$ cat config.mk
export PLATFORM = sky130hd
export DESIGN_NAME = fpa_div_stage
export DESIGN_NICKNAME = d
export VERILOG_FILES = /design/src/hdl/fpa_pkg.sv /design/src/hdl/fpa_div_stage.sv
export SDC_FILE = /design/constraint.sdc
export NUM_CORES = 1
export LEC_CHECK = 0
export ABC_AREA = 1
export BUFFER_PORTS_ARGS = -buffer_cell sky130_fd_sc_hd__buf_2
export CORE_MARGIN = 2
export CORE_UTILIZATION = 25
export DETAILED_ROUTE_END_ITERATION = 10
export PLACE_DENSITY = 0.59
export REMOVE_ABC_BUFFERS = 1
export SYNTH_ARGS = -nofsm -noshare
export SYNTH_HDL_FRONTEND = slang
export SYNTH_SLANG_ARGS = --single-unit
export TNS_END_PERCENT = 50
$ cat constraint.sdc
create_clock -name clk_i -period 15.14 [get_ports clk_i]
set_clock_uncertainty 0.1 [all_clocks]
set_input_delay 0.757 -clock clk_i [delete_from_list [all_inputs] [get_ports clk_i]]
set_output_delay 0.757 -clock clk_i [all_outputs]
set_load 0.01 [all_outputs]
$ cat src/hdl/fpa_pkg.sv
// package with opcodes, status codes and the pipeline item type of the fixed-point alu
package fpa_pkg;

  localparam int unsigned FRAC_BITS_DEF = 8;
  localparam int unsigned IN_TDATA_W    = 72;
  localparam int unsigned OUT_TDATA_W   = 40;

  typedef enum logic [3:0] {
    OP_ADD = 4'd0,
    OP_SUB = 4'd1,
    OP_MUL = 4'd2,
    OP_DIV = 4'd3,
    OP_GT  = 4'd4,
    OP_LT  = 4'd5,
    OP_GE  = 4'd6,
    OP_LE  = 4'd7,
    OP_EQ  = 4'd8,
    OP_NE  = 4'd9,
    OP_MIN = 4'd10,
    OP_MAX = 4'd11,
    OP_INC = 4'd12,
    OP_DEC = 4'd13
  } op_e;

  typedef enum logic [1:0] {
    ST_OK   = 2'd0,
    ST_DIV0 = 2'd1,
    ST_OVF  = 2'd2
  } status_e;

  // item carried down the pipeline
  typedef struct packed {
    op_e         op;
    logic        neg;        // signs of a and b differ
    logic [31:0] simple_val; // result of wrap, min and max modes
    logic        simple_cmp; // result of compare modes
    logic        div0;       // divisor is zero
    logic        div_ovf;    // quotient is 2^32 or more
    logic [31:0] ma;         // magnitude of a
    logic [31:0] d;          // magnitude of b, divisor
    logic [31:0] nlo;        // low half of the shifted dividend
    logic [31:0] rem;        // partial remainder
    logic [31:0] q;          // quotient bits
    logic [63:0] prod;       // product, later rounded magnitude
  } item_t;

endpackage

$ cat src/hdl/fpa_div_stage.sv
// one restoring-division step, resolves a single quotient bit
module fpa_div_stage import fpa_pkg::*; #(
  parameter int unsigned BIT_IDX = 31
) (
  input  logic  clk_i,
  input  logic  rst_ni,
  input  logic  valid_i,
  input  item_t item_i,
  output logic  ready_o,
  output logic  valid_o,
  output item_t item_o,
  input  logic  ready_i
);

  logic        valid_q;
  item_t       item_q, item_d;
  logic [32:0] trial, diff;
  logic        ge;

  assign ready_o = !valid_q || ready_i;
  assign valid_o = valid_q;
  assign item_o  = item_q;

  // shift in the next dividend bit and try the subtract
  always_comb begin
    trial  = {item_i.rem, item_i.nlo[BIT_IDX]};
    diff   = trial - {1'b0, item_i.d};
    ge     = trial >= {1'b0, item_i.d};
    item_d = item_i;
    item_d.rem        = ge ? diff[31:0] : trial[31:0];
    item_d.q[BIT_IDX] = ge;
  end

  always_ff @(posedge clk_i or negedge rst_ni) begin
    if (!rst_ni) begin
      valid_q <= 1'b0;
    end else if (ready_o) begin
      valid_q <= valid_i;
    end
  end

  always_ff @(posedge clk_i) begin
    if (ready_o && valid_i) begin
      item_q <= item_d;
    end
  end

endmodule

* Yosys cells after proc, flatten, opt, wreduce, memory -nomap -nowiden
Index checks and enable logic that the tools add are counted.
** Storage, ports and cells
- Bits of input ports :: 268
- Output and inout bits :: 266
- Logic and storage cells :: 19
- Bits in registers :: 265
** Operators by class
- Muxes and demuxes :: 1
- $lt $le $gt $ge :: 1
- Add/sub/neg operators :: 1
- Reductions and logical operators :: 3
** Operators by type and width (count)
- $ge 33x32->1 :: 1
- $mux 32 :: 1
- $sub 32x32->32 :: 1
- $logic_and 1x1->1 :: 1
- $logic_not 1->1 :: 1
- $logic_or 1x1->1 :: 1

* Longest topological paths before layout
Gate-level depths: netlist of run 1.
- Depth in word-level cells :: 3
- Gate-level depth with buffers :: 16
- Gate-level depth less buffers :: 14

* Worst setup path after synthesis of run 1
OpenSTA, ideal clock, no wires.
- Path type :: input to register
- Start :: input port valid_i
- End :: register item_q, in the netlist item_o[0], enable pin
- Buffers on the path :: 0
- Setup slack :: 0.606 ns
- Required time :: 14.063 ns
- Library setup time :: 0.977 ns
- Stages on the path :: 2
- Arrival time :: 13.457 ns
- Path through :: inv_1 -> a21oi_1
** On the way
- Word-level cells in the longest chain between the ends :: 1
** RTL lines
- from (decl) :: RTL line fpa_div_stage.sv:7 : input logic valid_i,
- $logic_and 1x1->1 :: RTL line fpa_div_stage.sv:43 : if (ready_o && valid_i) begin
- to (signal assigned) :: RTL line fpa_div_stage.sv:44 : item_q <= item_d;
- to (decl) :: RTL line fpa_div_stage.sv:16 : item_t item_q, item_d;
Every way passes these cells.
A chain may end at the register's enable or synchronous reset.

==> impl_metrics.sql, run 1 <==
INSERT INTO impl_metrics (metric_group, metric, value, unit) VALUES
('outcome', 'outcome', 'completed', ''),
('pwr', 'power_density', '125', 'nW/um2'),
('route', 'routed_wire_length_per_instance', '21.2', 'um'),
('yosys', 'synth-simple-area-share', '0.169', ''),
('critical_path', 'worst_path_largest_cell_delay', '0.37', 'ns'),
('timing', 'worst_slew_pin_slew', '0.984', 'ns'),
('critical_path', 'worstSetupStartpointType', 'primary input', ''),
('pwr', 'share_comb_of_total_power', '0.136', ''),
('pwr', 'power.sequential.fraction', '0.449', ''),
('timing', 'setup_total_negative_slack', '0', 'ns'),
('yosys', 'synth_cells', '922', ''),
('yosys', 'syn_avg_cell_area', '12.1', 'um2'),
('yosys', 'synth-xor-area-share', '0.0110', ''),
('critical_path', 'worst_ep_arrival_time', '3.13', 'ns'),
('cts', 'cts_setup_buffers', '0', ''),
('critical_path', 'crit_type', 'in2reg', ''),
('yosys', 'synth_top_family_by_area', 'simple AND/OR/NAND/NOR gates', ''),
('route', 'drt_pass1_iterations', '5', ''),
('placed_design', 'place.port_buffers', '532', ''),
('yosys', 'count_leader_synth', 'sky130_fd_sc_hd__nand2_1', ''),
('timing', 'fin_worst_hold_slack', '0.288', 'ns'),
('cts', 'cts_root_buf', 'sky130_fd_sc_hd__clkbuf_16', ''),
('yosys', 'synth_compound_area_frac', '0.0114', ''),
('floorplan', 'die_width', '215', 'um'),
('cts', 'clk_transition_reported_paths', '0.06', 'ns'),
('timing', 'layout_worst_path_cycle_share', '0.197', ''),
('pwr', 'netSwitchingFraction', '0.263', ''),
('job', 'max_cap_violations', '0', ''),
('yosys', 'synth-edff-count', '264', ''),
('route', 'vias_per_cell', '4.17', ''),
('cts', 'cts_hold_buf', '1', ''),
('global_routing', 'grt_first_pass_wirelength', '61900', 'um'),
('route', 'routed_wl', '44600', 'um'),
('floorplan', 'placementRows', '77', ''),
('timing', 'max_freq', '0.335', 'GHz'),
('yosys', 'mappedNetlistArea', '11200', 'um2'),
('pwr', 'clock_network_fraction_of_total_power', '0.414', ''),
('yosys', 'yosysTopAreaCellShare', '0.710', ''),
('global_routing', 'vias_in_the_first_global_route', '9027', ''),
('critical_path', 'path_max_fanout', '35', ''),
('timing', 'final.min_clock_period', '2.98', 'ns'),
('pwr', 'power.static_leakage', '0.00737', 'uW'),
('route', 'drtAntennaViolNets', '0', ''),
('critical_path', 'crit_chain', 'buf_2 > inv_1 > ha_1 > nand2_1 > nor2_1 > nand2_1 > nor2_2 > nand2_1 > nand3_1 > nor2_4 > buf_4 > nand2_8 > nand3_2 > nand2_1', ''),
('yosys', 'ys_types', '30', ''),
('global_routing', 'globalRouteOverflowTotal', '0', ''),
('critical_path', 'cp_data_required_time', '15.29', 'ns'),
('route', 'routed-via-count', '8782', ''),
('timing', 'timing_hold_violations_final', '0', ''),
('cts', 'postCtsResizedCells', '0', ''),
('cts', 'num_cts_buffers', '34', ''),
('cells_and_area', 'layout-drive-gt1-share', '0.411', ''),
('yosys', 'yosysWarningCount', '0', ''),
('route', 'drc', '0', ''),
('cts', 'numClockSinks', '265', ''),
('floorplan', 'pin_count', '534', ''),
('yosys', 'synthesized_area_fraction_occupied_by_adder_cells', '0.0376', ''),
('critical_path', 'critical-path-top-delay-family', 'simple AND/OR/NAND/NOR gates', ''),
('floorplan', 'fp.dieArea', '46400', 'um2'),
('worst_hold_path', 'hold_path_class', 'in2reg', ''),
('cells_and_area', 'final_nets', '1787', ''),
('pwr', 'int_power', '1440', 'uW'),
('yosys', 'synth_async_sr_flop_share', '0.00377', ''),
('yosys', 'synthTopCellsByArea', 'sky130_fd_sc_hd__edfxtp_1 71%, sky130_fd_sc_hd__nand2_1 9.3%, sky130_fd_sc_hd__inv_1 5.1%', ''),
('global_routing', 'grt_util_all_layers', '0.188', ''),
('cts', 'clock_path_buffers', '3', ''),
('global_routing', 'grt_max_degree', '73', ''),
('floorplan', 'die_y', '215', 'um'),
('yosys', 'ys_top_cells_by_count', '278 x sky130_fd_sc_hd__nand2_1, 264 x sky130_fd_sc_hd__edfxtp_1, 151 x sky130_fd_sc_hd__inv_1', ''),
('pwr', 'switching_pwr', '513', 'uW'),
('critical_path', 'timing.critical_path.to_type', 'flop', '');
cells by family after synthesis:
| group | Yosys count |
|---|---|
| and+or+nand+nor | 421 |
| DFF | 265 |
| buffers and inverters | 164 |
| adders and majority gates | 33 |
| AOI/OAI and AO/OA | 25 |
| xor gates and xnor gates | 14 |
worst paths after layout:
path / from / endpoint / slack, ns / cells after the start
min in group asynchronous: rst_ni / valid_o$_DFFE_PN0N_ / 0.44 / 2
max in group asynchronous: rst_ni / valid_o$_DFFE_PN0N_ / 14.41 / 2
min: item_i[226] / item_o[226]$_DFFE_PP_ / 0.29 / 1
max reg2reg: valid_o$_DFFE_PN0N_ / item_o[177]$_DFFE_PP_ / 12.44 / 3
max: item_i[183] / item_o[113]$_DFFE_PP_ / 12.16 / 14
min reg2reg: valid_o$_DFFE_PN0N_ / valid_o$_DFFE_PN0N_ / 0.50 / 2
cells in the final DEF (no fill, tap or decap), types with 2 or more instances in the layout:
cell	count
sky130_fd_sc_hd__a21oi_1	21
sky130_fd_sc_hd__nand3_2	16
sky130_fd_sc_hd__xor2_1	13
sky130_fd_sc_hd__nor3_2	2
sky130_fd_sc_hd__inv_1	151
sky130_fd_sc_hd__buf_2	532
sky130_fd_sc_hd__and2_1	8
sky130_fd_sc_hd__o21ai_0	2
sky130_fd_sc_hd__clkinv_1	8
sky130_fd_sc_hd__nor2_2	5
sky130_fd_sc_hd__diode_2	2
sky130_fd_sc_hd__bufinv_16	3
sky130_fd_sc_hd__buf_4	5
sky130_fd_sc_hd__nor2_1	34
sky130_fd_sc_hd__nand3_1	52
sky130_fd_sc_hd__clkinv_2	4
sky130_fd_sc_hd__inv_6	3
sky130_fd_sc_hd__clkbuf_16	35
sky130_fd_sc_hd__nand2_1	278
sky130_fd_sc_hd__nand2_2	4
sky130_fd_sc_hd__ha_1	32
sky130_fd_sc_hd__inv_2	3
sky130_fd_sc_hd__nand3b_1	10
sky130_fd_sc_hd__clkinv_4	3
sky130_fd_sc_hd__nand4_1	2
sky130_fd_sc_hd__edfxtp_1	264
sky130_fd_sc_hd__nor3_1	6
sky130_fd_sc_hd__clkbuf_1	3
layout make-up:
type / instances / area [um2]
clock inverters: 23 / 220
repair buffers: 538 / 2710
well taps: 592 / 741
diodes: 2 / 5.00
fillers: 4574 / 28500
clock buffers: 38 / 887
multi-input cells: 493 / 2570
flip-flops and latches: 265 / 7950
inverters: 154 / 578
through the flow:
step / instances / setup WS [ns] / total power [uW] / instance area [um2] / utilization
after floorplan: 912 / 0.606 / 1050 / 11100 / -
after global placement: 2041 / 11.52 / 1160 / 14500 / 0.329
after detailed placement: 2041 / 11.50 / 1160 / 14500 / 0.329
after CTS: 2103 / 12.06 / 1990 / 15700 / 0.355
after global routing: 2103 / 11.94 / 2040 / 15700 / 0.355
final: 2105 / 12.16 / 1950 / 15700 / 0.355
flip-flops by register name, summed over array words and instances, names as in the netlist:
register	flops
valid_o	1
item_o	264
worst register-to-register path: cells and delay by family (launching register included):
family / cells / cell delay (ns)
AO/OA/AOI/OAI: 1 / 0.16
buffers and inverters: 2 / 1.60
flip-flops: 1 / 0.42
per-layer routing:
layer / routed length [um] / GRT usage
met2: 23200 / 0.343
met3: 3810 / 0.0730
met5: 105 / 0
met4: 1220 / 0.0531
met1: 16200 / 0.199
power by group through the flow:
stage	Combinational, uW	Clock, uW	Sequential (uW)
after detailed placement	271	0	892
final	266	809	877
after floorplan	109	0	937
after global routing	295	860	881
after CTS	273	835	878
after global placement	269	0	891
(Power assumes the default switching activity.)
==> run 2, diff against run 1 <==
PLACE_DENSITY = 0.57   (was 0.59)
clock period = 3.06 ns   (was 15.14 ns; I/O delays follow)
==> run 2 against run 1 <==
Setup slack got worse by 12 ns; non-clock buffer count rose by 268; hold slack got worse by 0.11 ns; global-route usage up 0.34 points; wire length increased by 4.3%; sequential share of layout area decreased by 7.4 points; power rose to 5.0 times the previous value; clock-buffer cell count down 6; largest power group unchanged.
==> impl_metrics.sql, run 2 (synthesis gave the netlist of run 1 again) <==
INSERT INTO impl_metrics (metric_group, metric, value, unit) VALUES
('outcome', 'outcome', 'completed', ''),
('cells_and_area', 'largest_register_ffs', '264', ''),
('route', 'vias_per_cell', '4.16', ''),
('cts', 'tritoncts', 'built', ''),
('placed_design', 'finalWeightedCongestion', '0.895', ''),
('route', 'drt_pass1_iterations', '5', ''),
('timing', 'setup_viol_count_final', '0', ''),
('pwr', 'switching_pwr', '2580', 'uW'),
('floorplan', 'die_width', '215', 'um'),
('cts', 'htree_num_levels', '1', ''),
('cells_and_area', 'layout-drive-gt1-share', '0.353', ''),
('route', 'routed-via-count', '9866', ''),
('cells_and_area', 'most_common_cell_after_layout_fill_and_taps_aside', 'sky130_fd_sc_hd__buf_2', ''),
('cts', 'insertion_delay', '0.55', 'ns'),
('global_routing', 'grt_first_pass_wirelength', '65600', 'um'),
('critical_path', 'worst_ep_arrival_time', '2.95', 'ns'),
('global_routing', 'grt_max_degree', '111', ''),
('pwr', 'clock_network_fraction_of_total_power', '0.390', ''),
('cells_and_area', 'final_nets', '2053', ''),
('global_routing', 'globalRouteOverflowTotal', '0', ''),
('timing', 'max_freq', '0.363', 'GHz'),
('critical_path', 'path_max_fanout', '35', ''),
('pwr', 'power_density', '533', 'nW/um2'),
('placed_design', 'place.port_buffers', '532', ''),
('critical_path', 'worstSetupStartpointType', 'primary input', ''),
('floorplan', 'pin_count', '534', ''),
('pwr', 'vdd_ir_drop_max', '0.423', 'mV'),
('cts', 'clock_path_buffers', '3', ''),
('timing', 'setup_total_negative_slack', '0', 'ns'),
('critical_path', 'cp_data_required_time', '3.26', 'ns'),
('floorplan', 'core_region_area', '44100', 'um2'),
('job', 'max_cap_violations', '0', ''),
('global_routing', 'gr_layer_usage_met1', '0.211', ''),
('timing', 'timing.final.max_slew_violations', '0', ''),
('critical_path', 'crit_chain', 'dlygate4sd3_1 > buf_2 > inv_1 > ha_1 > nand2_1 > nor2_2 > nand2_1 > nor2_2 > nand2_1 > nand3_1 > nor2_4 > nand2_8 > nand2_1 > o21ai_0', ''),
('timing', 'final.min_clock_period', '2.75', 'ns'),
('critical_path', 'worstSetupStartpoint', 'item_i[175]', ''),
('critical_path', 'worst_path_largest_cell_delay', '0.61', 'ns'),
('timing', 'rsz0062_at_grt', 'false', ''),
('cts', 'clk_transition_reported_paths', '0.07', 'ns'),
('floorplan', 'initial_core_util', '0.253', ''),
('global_routing', 'global_route.usage.met2', '0.347', ''),
('floorplan', 'placementRows', '77', ''),
('cells_and_area', 'most-common-layout-cells', '532 x sky130_fd_sc_hd__buf_2, 278 x sky130_fd_sc_hd__nand2_1, 266 x sky130_fd_sc_hd__dlygate4sd3_1', ''),
('route', 'drc', '0', ''),
('critical_path', 'critical-path-top-delay-family', 'simple AND/OR/NAND/NOR gates', ''),
('route', 'drtAntennaViolNets', '0', ''),
('placed_design', 'detailed_placer_s_ending_hpwl', '34900', 'um'),
('cts', 'numClockSinks', '265', ''),
('global_routing', 'antenna_found_initial', '7', ''),
('global_routing', 'vias_in_the_first_global_route', '10200', ''),
('timing', 'setup_slack', '0.307', 'ns'),
('global_routing', 'grt_util_all_layers', '0.191', ''),
('global_routing', 'use_met3', '0.0508', ''),
('critical_path', 'cp_common_cell', 'sky130_fd_sc_hd__nand2_1', ''),
('floorplan', 'fp.dieArea', '46400', 'um2'),
('cts', 'num_cts_buffers', '31', ''),
('route', 'routed_wl', '46500', 'um'),
('placed_design', 'detailedPlace.worstSlack', '0.102', 'ns'),
('critical_path', 'crit_type', 'in2reg', ''),
('timing', 'slew_limit_headroom', '0.316', ''),
('timing', 'fin_worst_hold_slack', '0.175', 'ns'),
('pwr', 'share_comb_of_total_power', '0.165', ''),
('global_routing', 'top_usage_layer', 'met2', ''),
('pwr', 'power.static_leakage', '0.00845', 'uW'),
('route', 'routed_wire_length_per_instance', '19.6', 'um'),
('critical_path', 'timing.critical_path.to_type', 'flop', ''),
('timing', 'worst_slew_pin_slew', '1.02', 'ns'),
('critical_path', 'reg2reg_from', 'valid_o$_DFFE_PN0N_', ''),
('floorplan', 'die_y', '215', 'um'),
('pwr', 'int_power', '7190', 'uW'),
('route', 'drtIter0Drc', '468', ''),
('worst_hold_path', 'worstHoldStart', 'item_i[158]', ''),
('critical_path', 'slowest_stage_cell_cp', 'sky130_fd_sc_hd__dlygate4sd3_1', ''),
('pwr', 'netSwitchingFraction', '0.264', ''),
('timing', 'layout_worst_path_cycle_share', '0.900', ''),
('cts', 'cts_root_buf', 'sky130_fd_sc_hd__clkbuf_16', ''),
('worst_hold_path', 'hold_path_class', 'in2reg', ''),
('pwr', 'power.sequential.fraction', '0.444', ''),
('cts', 'postCtsResizedCells', '0', ''),
('cells_and_area', 'finalCoreUtilization', '0.415', ''),
('cells_and_area', 'layout-area-overhead-vs-synth', '64.0', '%'),
('critical_path', 'buffers_and_inverters_on_the_worst_path', '3', ''),
('timing', 'timing_hold_violations_final', '0', '');
run 2: path summary, 6_finish.rpt:
kind,cells past startpoint,end,slack [ns]
worst min-delay path,2,item_o[158]$_DFFE_PP_,0.18
min in group asynchronous,3,valid_o$_DFFE_PN0N_,0.33
worst max-delay path,14,item_o[97]$_DFFE_PP_,0.31
max in group asynchronous,3,valid_o$_DFFE_PN0N_,2.41
worst max register to register,2,item_o[40]$_DFFE_PP_,1.26
worst min register to register,2,item_o[83]$_DFFE_PP_,0.88
run 2: what timing repair did:
item | CTS | global route
buffers inserted | 0 | 0
hold endpoints to repair | 265 | 0
setup endpoints to repair | 0 | 31
hold buffers | 266 | 0
run 2: layout make-up:
cell class / count / area, um2
clock inverters: 26 / 270
well taps: 592 / 741
flip-flops and latches: 265 / 7950
repair buffers: 806 / 5410
diodes: 3 / 7.51
fillers: 4343 / 25800
inverters: 154 / 578
multi-input cells: 494 / 2570
clock buffers: 32 / 779
run 2: power by group through the flow:
| stage | Sequential, uW | Clock [uW] | Combinational (uW) |
|---|---|---|---|
| 2_1_floorplan | 4640 | 0 | 540 |
| 3_3_place_gp | 4410 | 0 | 1310 |
| 3_5_place_dp | 4410 | 0 | 1330 |
| 4_1_cts | 4340 | 3950 | 1620 |
| 5_1_grt | 4360 | 4070 | 1760 |
| 6_report | 4340 | 3810 | 1610 |
run 2: per-layer routing:
metal  vias up  routed length (um)
met5         -                  55
met4         8                1890
met3        90                3210
met2       364               23400
met1      4673               17900
li1       4731                   -
run 2: through the flow:
step                      cells  total power, uW  instance area (um2)
after global placement     2044             5730                14600
final                      2372             9770                18300
after floorplan             912             5180                11100
after CTS                  2368             9910                18300
after global routing       2371            10200                18300
after detailed placement   2044             5740                14600
run 2: worst register-to-register path: stages, from the launching register on:
cell and delay (ns):
sky130_fd_sc_hd__dfrtp_1 0.43, sky130_fd_sc_hd__a21oi_4 0.28, sky130_fd_sc_hd__buf_12 0.43
==> run 3, diff against run 2 <==
ABC_AREA = unset   (was 1)
PLACE_DENSITY = 0.58   (was 0.57)
==> run 3 against run 2 <==
Final area is 2.7% lower; critical path type unchanged; cell count fell by 14%; largest power group unchanged; the flow now finishes with violations (hold timing); clock power is 10% lower; critical path depth down 3; sequential cell count is the same; global-route usage fell by 1.4 points.
==> impl_metrics.sql, run 3 <==
INSERT INTO impl_metrics (metric_group, metric, value, unit) VALUES
('outcome', 'outcome', 'finished with violations', ''),
('outcome', 'violations', 'hold timing', ''),
('timing', 'timing_hold_violations_final', '1', ''),
('timing', 'setup_viol_count_final', '0', ''),
('cells_and_area', 'finalCoreUtilization', '0.445', ''),
('yosys', 'count_leader_synth', 'sky130_fd_sc_hd__edfxtp_1', ''),
('floorplan', 'die_y', '206', 'um'),
('worst_hold_path', 'worstHoldStart', 'item_i[103]', ''),
('cells_and_area', 'most-common-layout-cells', '511 x sky130_fd_sc_hd__buf_2, 264 x sky130_fd_sc_hd__edfxtp_1, 260 x sky130_fd_sc_hd__dlygate4sd3_1', ''),
('pwr', 'power.sequential.fraction', '0.462', ''),
('floorplan', 'die_width', '206', 'um'),
('timing', 'max_freq', '0.337', 'GHz'),
('global_routing', 'vias_in_the_first_global_route', '9133', ''),
('placed_design', 'detailed_placer_s_ending_hpwl', '29300', 'um'),
('cells_and_area', 'fill_cells', '3606', ''),
('cts', 'clk_transition_reported_paths', '0.06', 'ns'),
('global_routing', 'grt_util_all_layers', '0.177', ''),
('yosys', 'yosysTopAreaCellShare', '0.779', ''),
('critical_path', 'crit_type', 'in2reg', ''),
('critical_path', 'path_max_fanout', '7', ''),
('cts', 'num_cts_buffers', '30', ''),
('floorplan', 'initial_core_util', '0.254', ''),
('timing', 'layout_worst_path_cycle_share', '0.970', ''),
('floorplan', 'placementRows', '73', ''),
('floorplan', 'core_region_area', '40000', 'um2'),
('yosys', 'yosysTopAreaCell', 'sky130_fd_sc_hd__edfxtp_1', ''),
('global_routing', 'globalRouteOverflowTotal', '0', ''),
('worst_hold_path', 'hold_path_end', 'item_o[104]$_DFFE_PP_', ''),
('timing', 'worst_slew_pin_slew', '0.606', 'ns'),
('route', 'drt_pass1_iterations', '5', ''),
('critical_path', 'worst_flop_to_flop_path_endpoint', 'item_o[219]$_DFFE_PP_', ''),
('cts', 'tritoncts', 'built', ''),
('placed_design', 'finalWeightedCongestion', '0.874', ''),
('pwr', 'share_comb_of_total_power', '0.175', ''),
('critical_path', 'worst_path_largest_cell_delay', '0.61', 'ns'),
('cts', 'numClockSinks', '265', ''),
('yosys', 'ys_types', '49', ''),
('floorplan', 'pin_count', '534', ''),
('yosys', 'synth_async_sr_flop_share', '0.00377', ''),
('pwr', 'switching_pwr', '2380', 'uW'),
('critical_path', 'reg2reg_from', 'valid_o$_DFFE_PN0N_', ''),
('yosys', 'synth-edff-count', '264', ''),
('route', 'drtAntennaViolNets', '0', ''),
('critical_path', 'worstRegToRegCells', '3', ''),
('timing', 'fin_worst_hold_slack', '-0.00183', 'ns'),
('timing', 'timing.final.max_slew_violations', '0', ''),
('critical_path', 'worst-r2r-setup-slack', '1.12', 'ns'),
('cts', 'clock_path_buffers', '3', ''),
('pwr', 'clock_network_fraction_of_total_power', '0.363', ''),
('yosys', 'yosys_register_bits', '265', ''),
('route', 'drc', '0', ''),
('yosys', 'synthTopCellsByArea', 'sky130_fd_sc_hd__edfxtp_1 78%, sky130_fd_sc_hd__ha_1 3.9%, sky130_fd_sc_hd__a21oi_1 2.8%', ''),
('cells_and_area', 'largest_register_ffs', '264', ''),
('yosys', 'syn_avg_cell_area', '16.6', 'um2'),
('route', 'vias_per_cell', '4.30', ''),
('yosys', 'synth_cells', '613', ''),
('worst_hold_path', 'hold_path_depth', '2', ''),
('yosys', 'yosys_most_used_dff', 'sky130_fd_sc_hd__edfxtp_1', ''),
('timing', 'final.min_clock_period', '2.97', 'ns'),
('floorplan', 'fp.dieArea', '42400', 'um2'),
('critical_path', 'worst_ep_arrival_time', '3.18', 'ns'),
('critical_path', 'cp_data_required_time', '3.27', 'ns'),
('cts', 'insertion_delay', '0.55', 'ns'),
('critical_path', 'worstSetupStartpointType', 'primary input', ''),
('global_routing', 'antenna_found_initial', '4', ''),
('critical_path', 'timing.critical_path.to_type', 'flop', ''),
('cts', 'htree_num_levels', '1', ''),
('timing', 'slew_limit_headroom', '0.596', ''),
('cells_and_area', 'layout.cell_area.non_filler', '17800', 'um2'),
('pwr', 'power_density', '528', 'nW/um2'),
('critical_path', 'slowest_stage_cell_cp', 'sky130_fd_sc_hd__dlygate4sd3_1', ''),
('route', 'routed_wl', '40300', 'um'),
('yosys', 'share_of_synthesized_area_occupied_by_flip_flops_and_latches', '0.781', ''),
('yosys', 'mappedNetlistArea', '10200', 'um2'),
('yosys', 'ys_top_cells_by_count', '264 x sky130_fd_sc_hd__edfxtp_1, 56 x sky130_fd_sc_hd__a21oi_1, 38 x sky130_fd_sc_hd__inv_1', ''),
('cells_and_area', 'final_nets', '1780', ''),
('global_routing', 'grt_first_pass_wirelength', '55700', 'um'),
('cts', 'cts_root_buf', 'sky130_fd_sc_hd__clkbuf_16', ''),
('route', 'drtIter0Drc', '500', ''),
('pwr', 'vdd_ir_drop_max', '0.451', 'mV'),
('yosys', 'yosysWarningCount', '0', ''),
('global_routing', 'grt_max_degree', '50', ''),
('cells_and_area', 'layout-area-overhead-vs-synth', '75.1', '%'),
('route', 'routed_wire_length_per_instance', '19.8', 'um'),
('job', 'max_cap_violations', '0', ''),
('worst_hold_path', 'hold_path_class', 'in2reg', ''),
('cells_and_area', 'layout-drive-gt1-share', '0.438', ''),
('pwr', 'netSwitchingFraction', '0.252', ''),
('critical_path', 'crit_chain', 'dlygate4sd3_1 > ha_4 > nand2_2 > or4_4 > a21oi_2 > nor3_2 > a211oi_2 > o21ai_2 > o31ai_4 > buf_12 > mux2_2', ''),
('cells_and_area', 'most_common_cell_after_layout_fill_and_taps_aside', 'sky130_fd_sc_hd__buf_2', ''),
('route', 'routed-via-count', '8727', ''),
('pwr', 'power.static_leakage', '0.00770', 'uW'),
('placed_design', 'place_area', '13900', 'um2'),
('pwr', 'int_power', '7040', 'uW'),
('placed_design', 'place.port_buffers', '532', '');
[run 3: how the worst max path moves through the flow]
stage / endpoint / cells past startpoint / startpoint / slack [ns]
after detailed placement: item_o[126]$_DFFE_PP_ / 13 / item_i[159] / -0.34
after floorplan: item_o[0]$_DFFE_PP_ / 2 / valid_o$_DFFE_PN0N_ / -4.31
after global placement: item_o[126]$_DFFE_PP_ / 13 / item_i[159] / -0.30
after global routing: item_o[104]$_DFFE_PP_ / 12 / item_i[98] / -0.003
final: item_o[99]$_DFFE_PP_ / 11 / item_i[104] / 0.09
after CTS: item_o[122]$_DFFE_PP_ / 12 / item_i[110] / 0.01
[run 3: cells by family after synthesis]
group,share of synthesized area
flip-flops,0.781
AO/OA/AOI/OAI,0.0719
AND/OR/NAND/NOR,0.0476
buffers and inverters,0.0229
adder cells (fa/ha/maj),0.0413
XOR/XNOR,0.0232
multiplexers,0.0120
[run 3: worst max-delay path, delay by kind of cell]
family,cells,cell delay [ns]
compound gates,4,0.93
mux,1,0.33
simple gates,3,0.67
buf+inv,2,0.80
fa+ha+maj,1,0.30
[run 3: area by class of cell]
cell class	instances	area, um2	area share
clock buffers	38	802	0.0450
repair buffers	852	5950	0.334
inverters	38	143	0.00800
diodes	4	10.0	0.000562
multi-input cells	292	2180	0.123
flip-flops and latches	265	7950	0.446
well taps	525	657	0.0369
clock inverters	17	125	0.00702
[run 3: power groups by stage]
| stage | combinational, uW | sequential (uW) | clock, uW |
|---|---|---|---|
| finish | 1650 | 4350 | 3420 |
| global route | 1780 | 4360 | 3660 |
| CTS | 1600 | 4340 | 3520 |
| detailed placement | 1310 | 4410 | 0 |
| global placement | 1290 | 4410 | 0 |
| floorplan | 463 | 4590 | 0 |
[run 3: through the flow]
stage,worst slack (ns),total power (uW),setup TNS [ns],instances,hold WS [ns]
4_1_cts,0.0125,9460,0,2035,0.0945
6_report,0.0921,9420,0,2031,-0.00183
3_5_place_dp,-0.342,5720,-2.19,1711,-0.170
3_3_place_gp,-0.303,5710,-0.946,1711,-0.171
2_1_floorplan,-4.31,5050,-1151.22,595,-0.243
5_1_grt,-0.00257,9800,-0.00419,2030,0.00790
[run 3: layer usage]
metal | track usage | part of all wire | vias up
met5 | 0 | 0.00040 | -
met4 | 0.0724 | 0.038 | 2
met3 | 0.0443 | 0.076 | 80
met2 | 0.323 | 0.52 | 378
met1 | 0.196 | 0.37 | 4191
li1 | - | - | 4076
[run 3: timing repair]
action,in CTS,in global routing
resized for setup,0,52
hold buffers,269,9
endpoints found under the setup margin,0,29
buffers inserted,0,3
endpoints found under the hold margin,265,9
